[src/rtl/core/epdm_pkg.sv]
package epdm_pkg;

   typedef enum logic [1:0] {
      KIND_START    = 2'd0,
      KIND_OVERFLOW = 2'd1,
      KIND_CAPTURE  = 2'd2,
      KIND_WAIT     = 2'd3
   } kind_type;

   typedef enum logic [1:0] {
      ST_IDLE  = 2'd0,
      ST_MULT  = 2'd1,
      ST_CHECK = 2'd2,
      ST_DIV   = 2'd3
   } state_type;

   localparam logic [1:0] CSR_TIMEOUT_LIMIT = 2'd0;
   localparam logic [1:0] CSR_SCALE_MUL     = 2'd1;
   localparam logic [1:0] CSR_SCALE_DIV     = 2'd2;

   localparam logic [15:0] TIMEOUT_LIMIT_RESET = 16'd25000;
   localparam logic [15:0] SCALE_MUL_RESET     = 16'd343;
   localparam logic [15:0] SCALE_DIV_RESET     = 16'd2450;

   typedef struct packed {
      kind_type    kind;
      logic [15:0] capture_value;
   } req_type;

   typedef struct packed {
      logic [15:0] distance;
      logic        timed_out;
   } rsp_type;

endpackage

[src/rtl/core/echo_pulse_distance_meter.sv]
// Echo pulse distance meter. Transactions on the req_ channel carry timer events: start,
// timer overflow, edge capture and wait tick. Start, overflow, rising capture and wait-tick
// transactions are each done as they are taken; a wait tick that reaches csr timeout_limit
// returns a result (distance 0, timed_out 1) at once. The falling capture holds off the
// next transaction until its result is formed: the tick count is formed, then come the
// 24x16 multiply, the saturation check and the restoring divider, which yields one quotient
// bit per cycle through a single 17-bit subtractor. A quotient that does not fit 16 bits is
// caught at the check and gives 65535 without running the divider. The result waits in an
// output register; no new transaction is taken while it waits, except in the cycle in which
// the result itself is taken.
module echo_pulse_distance_meter
   import epdm_pkg::*;
(
   input  logic        clock,
   input  logic        reset,
   input  logic        req_valid,
   output logic        req_ready,
   input  req_type     req_data,
   output logic        rsp_valid,
   input  logic        rsp_ready,
   output rsp_type     rsp_data,
   input  logic        csr_we,
   input  logic [1:0]  csr_index,
   input  logic [15:0] csr_wdata
);

   state_type   state_ff, state_in;

   logic [15:0] timeout_limit_ff, scale_mul_ff, scale_div_ff;

   logic        measuring_ff, measuring_in;
   logic        await_falling_ff, await_falling_in;
   logic [15:0] rising_ff, rising_in;
   logic [7:0]  ovf_ff, ovf_in;
   logic [15:0] wait_ff, wait_in;

   logic [23:0] ticks_ff, ticks_in;
   logic [39:0] product_ff, product_in;
   logic [15:0] rem_ff, rem_in;
   logic [15:0] quot_ff, quot_in;
   logic [3:0]  cnt_ff, cnt_in;

   logic        rsp_valid_ff, rsp_valid_in;
   rsp_type     rsp_data_ff, rsp_data_in;

   logic        accept;
   logic        slot_free;
   logic [15:0] wait_next;
   logic        timeout_hit;
   logic        final_capture;
   logic [16:0] shifted;
   logic [16:0] trial;
   logic        saturate;

   assign slot_free = !rsp_valid_ff || rsp_ready;
   assign req_ready = (state_ff == ST_IDLE) && slot_free;
   assign accept    = req_valid && req_ready;
   assign rsp_valid = rsp_valid_ff;
   assign rsp_data  = rsp_data_ff;

   assign wait_next     = wait_ff + {15'd0, (wait_ff != 16'hFFFF)};
   assign timeout_hit   = wait_next >= timeout_limit_ff;
   assign final_capture = accept && measuring_ff && await_falling_ff
                          && (req_data.kind == KIND_CAPTURE);

   // shared divider step: shift in one dividend bit, trial subtract
   assign shifted  = {rem_ff, quot_ff[15]};
   assign trial    = shifted - {1'b0, scale_div_ff};
   assign saturate = product_ff[39:16] >= {8'd0, scale_div_ff};

   // next state
   always_comb begin
      state_in = state_ff;
      unique case (state_ff)
         ST_IDLE:  if (final_capture) state_in = ST_MULT;
         ST_MULT:  state_in = ST_CHECK;
         ST_CHECK: if (saturate) state_in = ST_IDLE;
                   else state_in = ST_DIV;
         ST_DIV:   if (cnt_ff == 4'd15) state_in = ST_IDLE;
         default:  state_in = ST_IDLE;
      endcase
   end

   // datapath and outputs
   always_comb begin
      measuring_in     = measuring_ff;
      await_falling_in = await_falling_ff;
      rising_in        = rising_ff;
      ovf_in           = ovf_ff;
      wait_in          = wait_ff;
      ticks_in         = ticks_ff;
      product_in       = product_ff;
      rem_in           = rem_ff;
      quot_in          = quot_ff;
      cnt_in           = cnt_ff;
      rsp_valid_in     = rsp_valid_ff && !rsp_ready;
      rsp_data_in      = rsp_data_ff;

      unique case (state_ff)
         ST_IDLE: begin
            if (accept) begin
               if (req_data.kind == KIND_START) begin
                  measuring_in     = 1'b1;
                  await_falling_in = 1'b0;
                  rising_in        = 16'd0;
                  ovf_in           = 8'd0;
                  wait_in          = 16'd0;
               end else if (measuring_ff) begin
                  case (req_data.kind)
                     KIND_OVERFLOW: begin
                        if (ovf_ff != 8'hFF) ovf_in = ovf_ff + 8'd1;
                     end
                     KIND_CAPTURE: begin
                        if (!await_falling_ff) begin
                           rising_in        = req_data.capture_value;
                           ovf_in           = 8'd0;
                           await_falling_in = 1'b1;
                        end else begin
                           measuring_in     = 1'b0;
                           await_falling_in = 1'b0;
                           // no overflow: width wraps at 16 bits
                           if (ovf_ff == 8'd0) begin
                              ticks_in = {8'd0, req_data.capture_value - rising_ff};
                           end else begin
                              ticks_in = {ovf_ff, req_data.capture_value}
                                         - {8'd0, rising_ff};
                           end
                        end
                     end
                     default: begin
                        wait_in = wait_next;
                        if (timeout_hit) begin
                           measuring_in          = 1'b0;
                           await_falling_in      = 1'b0;
                           rsp_valid_in          = 1'b1;
                           rsp_data_in.distance  = 16'd0;
                           rsp_data_in.timed_out = 1'b1;
                        end
                     end
                  endcase
               end
            end
         end
         ST_MULT: begin
            product_in = ticks_ff * scale_mul_ff;
         end
         ST_CHECK: begin
            rem_in  = product_ff[31:16];
            quot_in = product_ff[15:0];
            cnt_in  = 4'd0;
            if (saturate) begin
               rsp_valid_in          = 1'b1;
               rsp_data_in.distance  = 16'hFFFF;
               rsp_data_in.timed_out = 1'b0;
            end
         end
         ST_DIV: begin
            if (!trial[16]) rem_in = trial[15:0];
            else rem_in = shifted[15:0];
            quot_in = {quot_ff[14:0], !trial[16]};
            cnt_in  = cnt_ff + 4'd1;
            if (cnt_ff == 4'd15) begin
               rsp_valid_in          = 1'b1;
               rsp_data_in.distance  = {quot_ff[14:0], !trial[16]};
               rsp_data_in.timed_out = 1'b0;
            end
         end
         default: begin
         end
      endcase
   end

   // the result slot is free at every entry to ST_IDLE from the divider path,
   // since no transaction is taken while the divider runs and the slot was free at accept
   always_ff @(posedge clock) begin
      if (reset) begin
         state_ff         <= ST_IDLE;
         timeout_limit_ff <= TIMEOUT_LIMIT_RESET;
         scale_mul_ff     <= SCALE_MUL_RESET;
         scale_div_ff     <= SCALE_DIV_RESET;
         measuring_ff     <= 1'b0;
         await_falling_ff <= 1'b0;
         rising_ff        <= 16'd0;
         ovf_ff           <= 8'd0;
         wait_ff          <= 16'd0;
         rsp_valid_ff     <= 1'b0;
      end else begin
         state_ff         <= state_in;
         measuring_ff     <= measuring_in;
         await_falling_ff <= await_falling_in;
         rising_ff        <= rising_in;
         ovf_ff           <= ovf_in;
         wait_ff          <= wait_in;
         rsp_valid_ff     <= rsp_valid_in;
         if (csr_we) begin
            unique case (csr_index)
               CSR_TIMEOUT_LIMIT: timeout_limit_ff <= csr_wdata;
               CSR_SCALE_MUL:     scale_mul_ff     <= csr_wdata;
               CSR_SCALE_DIV:     scale_div_ff     <= csr_wdata;
               default: begin
               end
            endcase
         end
      end
   end

   always_ff @(posedge clock) begin
      ticks_ff    <= ticks_in;
      product_ff  <= product_in;
      rem_ff      <= rem_in;
      quot_ff     <= quot_in;
      cnt_ff      <= cnt_in;
      rsp_data_ff <= rsp_data_in;
   end

endmodule

[config.mk]
export PLATFORM = sky130hd
export DESIGN_NAME = echo_pulse_distance_meter
export DESIGN_NICKNAME = d
export VERILOG_FILES = /design/src/rtl/core/epdm_pkg.sv /design/src/rtl/core/echo_pulse_distance_meter.sv
export SDC_FILE = /design/constraint.sdc
export NUM_CORES = 1
export LEC_CHECK = 0
export BUFFER_PORTS_ARGS = -buffer_cell sky130_fd_sc_hd__buf_2
export CORE_ASPECT_RATIO = 0.8
export CORE_UTILIZATION = 35
export DETAILED_ROUTE_END_ITERATION = 10
export PLACE_DENSITY = 0.6
export SYNTH_ARGS = -nofsm -noshare
export SYNTH_HDL_FRONTEND = slang
export SYNTH_SLANG_ARGS = --single-unit
[constraint.sdc]
create_clock -name clock -period 7.95 [get_ports clock]
set_input_delay 1.59 -clock clock [delete_from_list [all_inputs] [get_ports clock]]
set_output_delay 1.59 -clock clock [all_outputs]
set_load 0.01 [all_outputs]
## Word level (Yosys, flattened, before mapping)

Index checks and enable logic that the tools add are counted.

| cells by class | value |
|---|---|
| add/sub/neg operators | 6 |
| multiply operators | 1 |
| divide/modulo/power cells | 0 |
| $lt $le $gt $ge | 2 |
| equality and inequality tests | 23 |
| shifts and indexed selects | 0 |
| muxes and demuxes | 46 |
| bitwise gates (word level) | 1 |
| reduce and logical (&&, ||, !) cells | 32 |

Operator list:

| kind | count |
|---|---|
| 16-bit 2-to-1 mux | 9 |
| 17-bit 2-to-1 mux | 7 |
| 16-bit case mux with 2 select lines | 2 |
| 17-bit case mux with 3 select lines | 1 |
| 24-bit by 16-bit multiplier with 40-bit output | 1 |
| 8-bit 2-to-1 mux | 4 |
| 24-bit by 16-bit >= comparator with 1-bit output | 1 |
| 24-bit by 16-bit subtractor with 24-bit output | 1 |
| 2-bit inequality test (second input constant) | 9 |
| 17-bit by 16-bit subtractor with 17-bit output | 1 |
| 16-bit by 1-bit adder with 16-bit output | 1 |
| 16-bit >= comparator | 1 |
| 16-bit inequality test (second input constant) | 1 |
| 8-bit case mux with 2 select lines | 1 |
| 16-bit subtractor | 1 |
| 1-bit 2-to-1 mux | 14 |
| 6-bit AND reduction | 2 |
| 2-bit AND reduction | 5 |
| 5-bit AND reduction | 2 |
| 3-bit nonzero test | 3 |
| 8-bit by 1-bit adder with 8-bit output (second input constant) | 1 |
| 2-bit == test (second input constant) | 4 |
| 8-bit zero test | 1 |
| 8-bit inequality test (second input constant) | 1 |
| other kinds (20) | 37 |

| storage, ports and cells | value |
|---|---|
| register bits | 210 |
| latch bits | 0 |
| RAM bits | 0 |
| memory bits (read-only) | 0 |
| bits of input ports | 41 |
| logic and storage cells | 129 |
| memories kept | 0 |

## Logic depth before layout (Yosys ltp)

Gate-level depths: netlist of the first run.

| logic depth | value |
|---|---|
| depth after elaboration | 9 |
| mapped depth | 23 |
| gate-level depth less buffers | 22 |

## Worst setup path after synthesis of the first run

OpenSTA, ideal clock, no wires.

| timing path | value |
|---|---|
| path kind | reg-to-reg |
| start | register scale_mul_ff[9] |
| end | register product_ff[36] (data pin) |
| data arrival time | 6.089 ns |
| path slack | 1.666 ns |
| cell stages (with the launch flop) | 22 |
| path buffers | 2 |
| cells stage by stage | dfxtp_1 > clkbuf_1 > clkbuf_1 > nand2_1 > fa_1 > inv_1 > fa_1 > fa_1 > fa_1 > fa_1 > inv_1 > fa_1 > inv_1 > ha_1 > a21o_1 > a21o_1 > a21o_1 > a221oi_1 > or2_2 > a31o_2 > or4b_2 > o311ai_0 |

| between the ends | value |
|---|---|
| word-level cells in the longest chain between the ends | 1 |

RTL lines:

| item | line | RTL |
|---|---|---|
| start, declared | echo_pulse_distance_meter.sv:29 | `logic [15:0] timeout_limit_ff, scale_mul_ff, scale_div_ff;` |
| start signal, assigned | echo_pulse_distance_meter.sv:198 | `CSR_SCALE_MUL: scale_mul_ff <= csr_wdata;` |
| 24-bit by 16-bit multiplier with 40-bit output | echo_pulse_distance_meter.sv:145 | `product_in = ticks_ff * scale_mul_ff;` |
| end signal, assigned | echo_pulse_distance_meter.sv:209 | `product_ff <= product_in;` |
| end, declared | echo_pulse_distance_meter.sv:38 | `logic [39:0] product_ff, product_in;` |

Every way passes these cells.
A chain may end at the register's enable or synchronous reset.

## Worst setup path after layout of the first run

| timing path | value |
|---|---|
| start | register scale_mul_ff[4] |
| end | register product_ff[36] (data pin) |

The elaborated chain is that of the path after synthesis.

==> impl_results.md, run 1 <==
* Routed Antenna Nets at 0
* End of the worst hold path: scale_div_ff[6]$_SDFFE_PP0P_
* Clk_lat worst skew at 0.57 ns
* CP Class: reg2reg
* Nets at 3069
* Most frequent cells in the layout: inv_1, nand2_1, fa_1
* Worst Setup Start Kind: flip-flop
* WL met1 at 27700 um
* Final min period at 7.36 ns
* Num Clock Sinks at 210
* Leak Pwr at 11.3 nW
* Final Non-Filler Cells at 3405
* Xor/xnor share of the synthesized area at 2.70%
* Commonest non-fill, non-tap cell in the layout: inv_1
* Worst rel slew slack at 20.1%
* CTS tree: done
* Least-Margin Pin Slew at 1.19 ns
* Final setup viols at 0
* First-pass GRT wire length at 94100 um
* Setup crit end kind: flip-flop
* Fin util at 38.7%
* Share of synthesized area spent on multiplexers at 0.370%
* Post-synthesis adder-cell area fraction at 36.8%
* Layout fillers at 6554
* Synth unique cells at 70
* Seq/Total Area, Yosys at 23.4%
* Synth top area cells: fa_1, edfxtp_1, ha_1
* Post-synthesis compound-gate area fraction at 10.3%
* HPWL after DPL at 45600 um
* Width of the chip at 289 um
* Final hold vios at 0
* Largest area contributor in the netlist: fa_1
* Total Neg Setup Slack at 0 ns
* Arrival time worst endpoint at 7.65 ns
* Initial antenna violation count at 0
* Cts repair resizes at 0
* CTS Buf Count at 25
* RR Endpoint: product_ff[36]$_DFFE_PN_
* Max-cap violations at 0
* # rows at 83
* Min-Delay Path Depth at 2
* # DRC at 0
* Final period util at 92.6%
* Port bufs at 59
* Max Slew Vio Count at 0
* Data required, critical path at 8.24 ns
* Synth-to-layout area growth at 8.68%
* Die Area at 66700 sq um
* Largest net degree at the start of global routing at 69
* Drt wl/cell at 16.8 um
* Iteration-0 DRC Markers at 1127
* Met3 wire len at 2730 um
* Clk pin slew, worst setup/hold paths at 0.06 ns
* Synthesis Warnings at 0
* Fraction of layout cells with a size suffix above 1 at 5.75%
* ANT cells at 0
* Post-synthesis async set-or-reset flop share at 0%
* Io pins at 60
* Die height at 231 um
* Final Routed Wirelength at 57200 um
* H-tree depth at 1
* Mapped Area at 23000 sq um
* Number of setup buffers added after CTS at 0
* Status: completed
* Via density at 5.08
* Routability cong. at 0.885
* Root buffer cell: clkbuf_16
* GRT Resource Usage Total at 17.5%
* Finished Cell Area at 25000 sq um
* Drt pass-1 iters at 7
* Vias in the first global route at 17.9k
* Most used flip-flop cell after synthesis: edfxtp_1
* Simple-gate portion of the synthesized area at 17.8%
* Remaining global-route overflow at 0
* Met2 routed WL at 25600 um
* Via count at 17.3k
* Syn_nets at 3066
* Largest fanout on the critical path at 25
* Post-Synthesis Cells at 2533
* Fmax at 136 MHz
* Setup slack, reg-to-reg at 0.59 ns
* Largest family of logic cells by synthesized area: adder cells
* Setup Skew at 0.0298 ns
* Syn Area/Cell at 9.08 sq um
* Post-synthesis register bit count at 210
* Yosys top cell area share at 26.8%
* Clock Path Buffers at 3
* Post-synth EDFFs at 117
* # placed instances at 3359
* Setup repair after global routing missed its margin: no
* Core Area at 64600 sq um
* Max IR drop VDD at 0.184 mV
* Beginning of the worst hold path: scale_div_ff[6]$_SDFFE_PP0P_
* Hold crit path type: reg2reg
* PwrDens at 182 nW/um^2
* Reg-to-reg startpoint: scale_mul_ff[4]$_SDFFE_PP1P_
* # hold bufs at CTS at 0
* Reg2reg path depth at 21
* Starting Density at 35.6%
* DR top layer: met4
* Cell Area, Placed at 24200 sq um
-- area by class of cell --
class	count	area (sq um)	share of cell area (%)
tap	850	1060	4.26
multi-input combinational	1799	15700	62.7
timing repair buffer	86	498	1.99
clock inverter	10	109	0.436
inverter	414	1550	6.22
sequential	210	5380	21.5
clock buffer	36	728	2.91
-- critical path: stages, from the launching register on --
cell,delay (ns)
dfxtp_1,0.99
nand2_1,0.21
fa_1,0.59
inv_1,0.05
fa_1,0.48
inv_1,0.06
fa_1,0.50
inv_1,0.06
fa_1,0.49
fa_1,0.50
inv_1,0.05
fa_1,0.47
inv_1,0.04
ha_1,0.36
nand3_1,0.15
nor2_1,0.18
nand4_1,0.15
nor4_1,0.74
o21ai_0,0.33
a31o_2,0.34
or4b_2,0.20
o311ai_0,0.13
-- how the worst max path moves through the flow --
stage                                            start                  endpoint  slack (ns)  depth (start not counted)
after floorplan           scale_mul_ff[9]$_SDFFE_PP0P_  product_ff[36]$_DFFE_PN_        1.67                         21
after global placement    scale_mul_ff[4]$_SDFFE_PP1P_  product_ff[38]$_DFFE_PN_        0.90                         20
after detailed placement  scale_mul_ff[4]$_SDFFE_PP1P_  product_ff[36]$_DFFE_PN_        0.77                         21
after CTS                 scale_mul_ff[4]$_SDFFE_PP1P_  product_ff[36]$_DFFE_PN_        0.73                         21
after global routing      scale_mul_ff[4]$_SDFFE_PP1P_  product_ff[36]$_DFFE_PN_        0.26                         21
final                     scale_mul_ff[4]$_SDFFE_PP1P_  product_ff[36]$_DFFE_PN_        0.59                         21
-- power by group --
part	switching, W	leakage (nW)	internal [W]	total, W
sequential	0.0000259	1.82	0.00125	0.00127
clock	0.000500	0.402	0.000677	0.00118
combinational	0.00123	9.11	0.000866	0.00210
total	0.00176	11.3	0.00279	0.00455
-- routing by layer --
metal / global-route usage (%) / vias to the layer above
li1: - / 8188
met1: 25.4 / 8605
met2: 27.7 / 443
met3: 2.30 / 78
met4: 3.85 / 0
met5: 0 / -
-- synth_stat cells (all sizes together) (21+ instances only) --
cell / count
inv: 412
nand2: 375
fa: 308
ha: 184
and2: 167
a21oi: 123
edfxtp: 117
nor2: 116
clkbuf: 105
dfxtp: 93
o21ai: 81
xnor2: 41
nand3: 36
a21o: 34
nor3: 31
xor2: 30
o211ai: 21
-- registers in the layout, summed over array words and instances (netlist names), 2 cells and up --
name	flops
cnt_ff	4
ticks_ff	24
quot_ff	16
rsp_data	17
ovf_ff	8
scale_mul_ff	16
scale_div_ff	16
rem_ff	16
wait_ff	16
state_ff	2
timeout_limit_ff	16
rising_ff	16
product_ff	40
-- cells by family after synthesis --
family,Yosys count
compound gates,380
xor+xnor,71
fa+ha+maj,492
buf+inv,524
flops,210
mux,8
simple gates,848
-- metrics by stage --
step | worst slack [ns] | hold WS (ns) | power, W
3_5_place_dp | 0.768 | 0.448 | 0.00339
6_report | 0.586 | 0.461 | 0.00455
4_1_cts | 0.728 | 0.457 | 0.00459
3_3_place_gp | 0.904 | 0.446 | 0.00336
2_1_floorplan | 1.67 | 0.436 | 0.00288
5_1_grt | 0.257 | 0.481 | 0.00491
(Power assumes the default switching activity.)
==> inputs of run 2 (changes only) <==
--- a/config.mk
+++ b/config.mk
@@ -8,4 +8,5 @@
 export BUFFER_PORTS_ARGS = -buffer_cell sky130_fd_sc_hd__buf_2
 export CORE_ASPECT_RATIO = 0.8
+export CORE_MARGIN = 5
 export CORE_UTILIZATION = 35
 export DETAILED_ROUTE_END_ITERATION = 10
==> constraint.sdc (replaced) <==
create_clock -name clock -period 8.5 [get_ports clock]
set_input_delay 1.7 -clock clock [delete_from_list [all_inputs] [get_ports clock]]
set_output_delay 1.7 -clock clock [all_outputs]
set_load 0.02 [all_outputs]
==> impl_results.md, run 2 (synthesis gave the netlist of run 1 again) <==
* GRT Resource Usage Total at 16.0% (-1.5 points)
* Drt wl/cell at 16.5 um (-1.6%)
* Commonest non-fill, non-tap cell in the layout: inv_1
* Hold slack at 0.458 ns (-0.00229 ns)
* Final Routed Wirelength at 56200 um (-1.6%)
* Critical Path Source: scale_mul_ff[4]$_SDFFE_PP1P_
* CTS tree: done
* Port bufs at 59 (unchanged)
* CTS Buf Count at 24 (-4.0%)
* Final period util at 84.2% (-8.4 points)
* Synth-to-layout area growth at 8.74% (about the same)
* Clk_lat worst skew at 0.57 ns (about the same)
* # DRC at 0 (unchanged)
* Number of setup buffers added after CTS at 0 (unchanged)
* Width of the chip at 297 um (+2.8%)
* Nets at 3058 (-0.36%)
* Max IR drop VDD at 0.234 mV (+27%)
* Num Clock Sinks at 210 (unchanged)
* Vias in the first global route at 17.9k (+0.37%)
* ANT cells at 0 (unchanged)
* # hold bufs at CTS at 0 (unchanged)
* Reg-to-reg startpoint: scale_mul_ff[4]$_SDFFE_PP1P_
* Via count at 17.3k (-0.33%)
* Die height at 239 um (+3.5%)
* Core Area at 65400 sq um (+1.2%)
* HPWL after DPL at 45100 um (-1.1%)
* Remaining global-route overflow at 0 (unchanged)
* Max Slew Vio Count at 0 (unchanged)
* Arrival time worst endpoint at 7.44 ns (-0.21 ns)
* Hold crit path type: reg2reg
* Root buffer cell: clkbuf_16
* Register bank with the most flops: product_ff
* # rows at 84 (+1.2%)
* Status: completed
* Routed Antenna Nets at 0 (unchanged)
* Most frequent cells in the layout: inv_1, nand2_1, fa_1
* Area of the multi-input gates at 15700 sq um (unchanged)
* Drt pass-1 iters at 5 (-2)
* CP Class: reg2reg
* Beginning of the worst hold path: scale_div_ff[12]$_SDFFE_PP0P_
* Max FFs per register at 40 (unchanged)
* Setup Skew at 0.0553 ns (+0.0255 ns)
* PwrDens at 174 nW/um^2 (-4.7%)
* H-tree depth at 1 (unchanged)
* Largest fanout on the critical path at 25 (unchanged)
* Clk pin slew, worst setup/hold paths at 0.07 ns (about the same)
* Worst Setup Start Kind: flip-flop
* Clock Path Buffers at 3 (unchanged)
* Least-Margin Pin Slew at 1.20 ns (+0.00876 ns)
* Fraction of layout cells with a size suffix above 1 at 5.43% (-0.33 points)
* Setup crit end kind: flip-flop
* Setup repair after global routing missed its margin: no
* Layout fillers at 6623 (+1.1%)
* Max-cap violations at 0 (unchanged)
* Leak Pwr at 11.3 nW (-0.11%)
* Routability cong. at 0.863 (-2.4%)
* Largest net degree at the start of global routing at 69 (unchanged)
* Worst rel slew slack at 19.8% (-0.32 points)
* Initial antenna violation count at 1 (+1)
* Iteration-0 DRC Markers at 1126 (-0.089%)
* Fmax at 140 MHz (+2.9%)
* Final setup viols at 0 (unchanged)
* Data required, critical path at 8.78 ns (+0.54 ns)
* Cts repair resizes at 0 (unchanged)
* Starting Density at 35.2% (-0.42 points)
* Final hold vios at 0 (unchanged)
* Final min period at 7.16 ns (-0.205 ns)
* FF+latch area at 5380 sq um (unchanged)
* Via density at 5.07 (-0.28%)
* First-pass GRT wire length at 93900 um (-0.18%)
* Io pins at 60 (unchanged)
* Die Area at 71000 sq um (+6.3%)
* Total Neg Setup Slack at 0 ns (unchanged)
[run 2: final timing paths]
check                                        to  slack (ns)  depth (start not counted)
hold reg to reg   scale_div_ff[12]$_SDFFE_PP0P_        0.46                          2
setup / recovery       product_ff[36]$_DFFE_PN_        1.34                         21
setup reg to reg       product_ff[36]$_DFFE_PN_        1.34                         21
hold / removal    scale_div_ff[12]$_SDFFE_PP0P_        0.46                          2
[run 2: metal layers]
metal | vias up | GRT usage, % | share of wire (%)
met1 | 8615 | 23.3 | 47
li1 | 8149 | - | -
met3 | 64 | 1.87 | 4.9
met4 | 0 | 2.98 | 1.7
met5 | - | 0 | 0
met2 | 428 | 26.2 | 47
[run 2: power breakdown]
part	internal (W)	switching, W	leakage (nW)	total, W
Clock	0.000723	0.000453	0.440	0.00118
Combinational	0.000809	0.00116	9.06	0.00197
Sequential	0.00117	0.0000241	1.82	0.00119
Total	0.00270	0.00164	11.3	0.00434
[run 2: per-stage QoR]
stage	instances	instance area [sq um]	util [%]	worst slack (ns)	power, W
after detailed placement	3359	24100	36.8	1.42	0.00318
after floorplan	2533	23000	-	2.22	0.00270
after global routing	3403	25000	38.2	0.906	0.00468
after global placement	3359	24100	36.8	1.48	0.00316
final	3403	25000	38.2	1.34	0.00434
after CTS	3403	25000	38.2	1.41	0.00438
[run 2: layout make-up]
| cell class | instances | share of cell area, % |
|---|---|---|
| multi-input combinational | 1799 | 62.6 |
| sequential | 210 | 21.5 |
| clock inverter | 11 | 0.771 |
| tap | 860 | 4.30 |
| timing repair buffer | 76 | 1.69 |
| inverter | 414 | 6.21 |
| clock buffer | 33 | 2.89 |
[run 2: critical path: stages, from the launching register on]
cell	delay [ns]
dfxtp_1	0.96
nand2_1	0.18
fa_1	0.58
inv_1	0.05
fa_1	0.47
inv_1	0.05
fa_1	0.49
inv_1	0.05
fa_1	0.50
fa_1	0.49
inv_1	0.05
fa_1	0.47
inv_1	0.04
ha_1	0.35
nand3_1	0.15
nor2_1	0.18
nand4_1	0.17
nor4_1	0.67
o21ai_0	0.27
a31o_2	0.34
or4b_2	0.21
o311ai_0	0.14
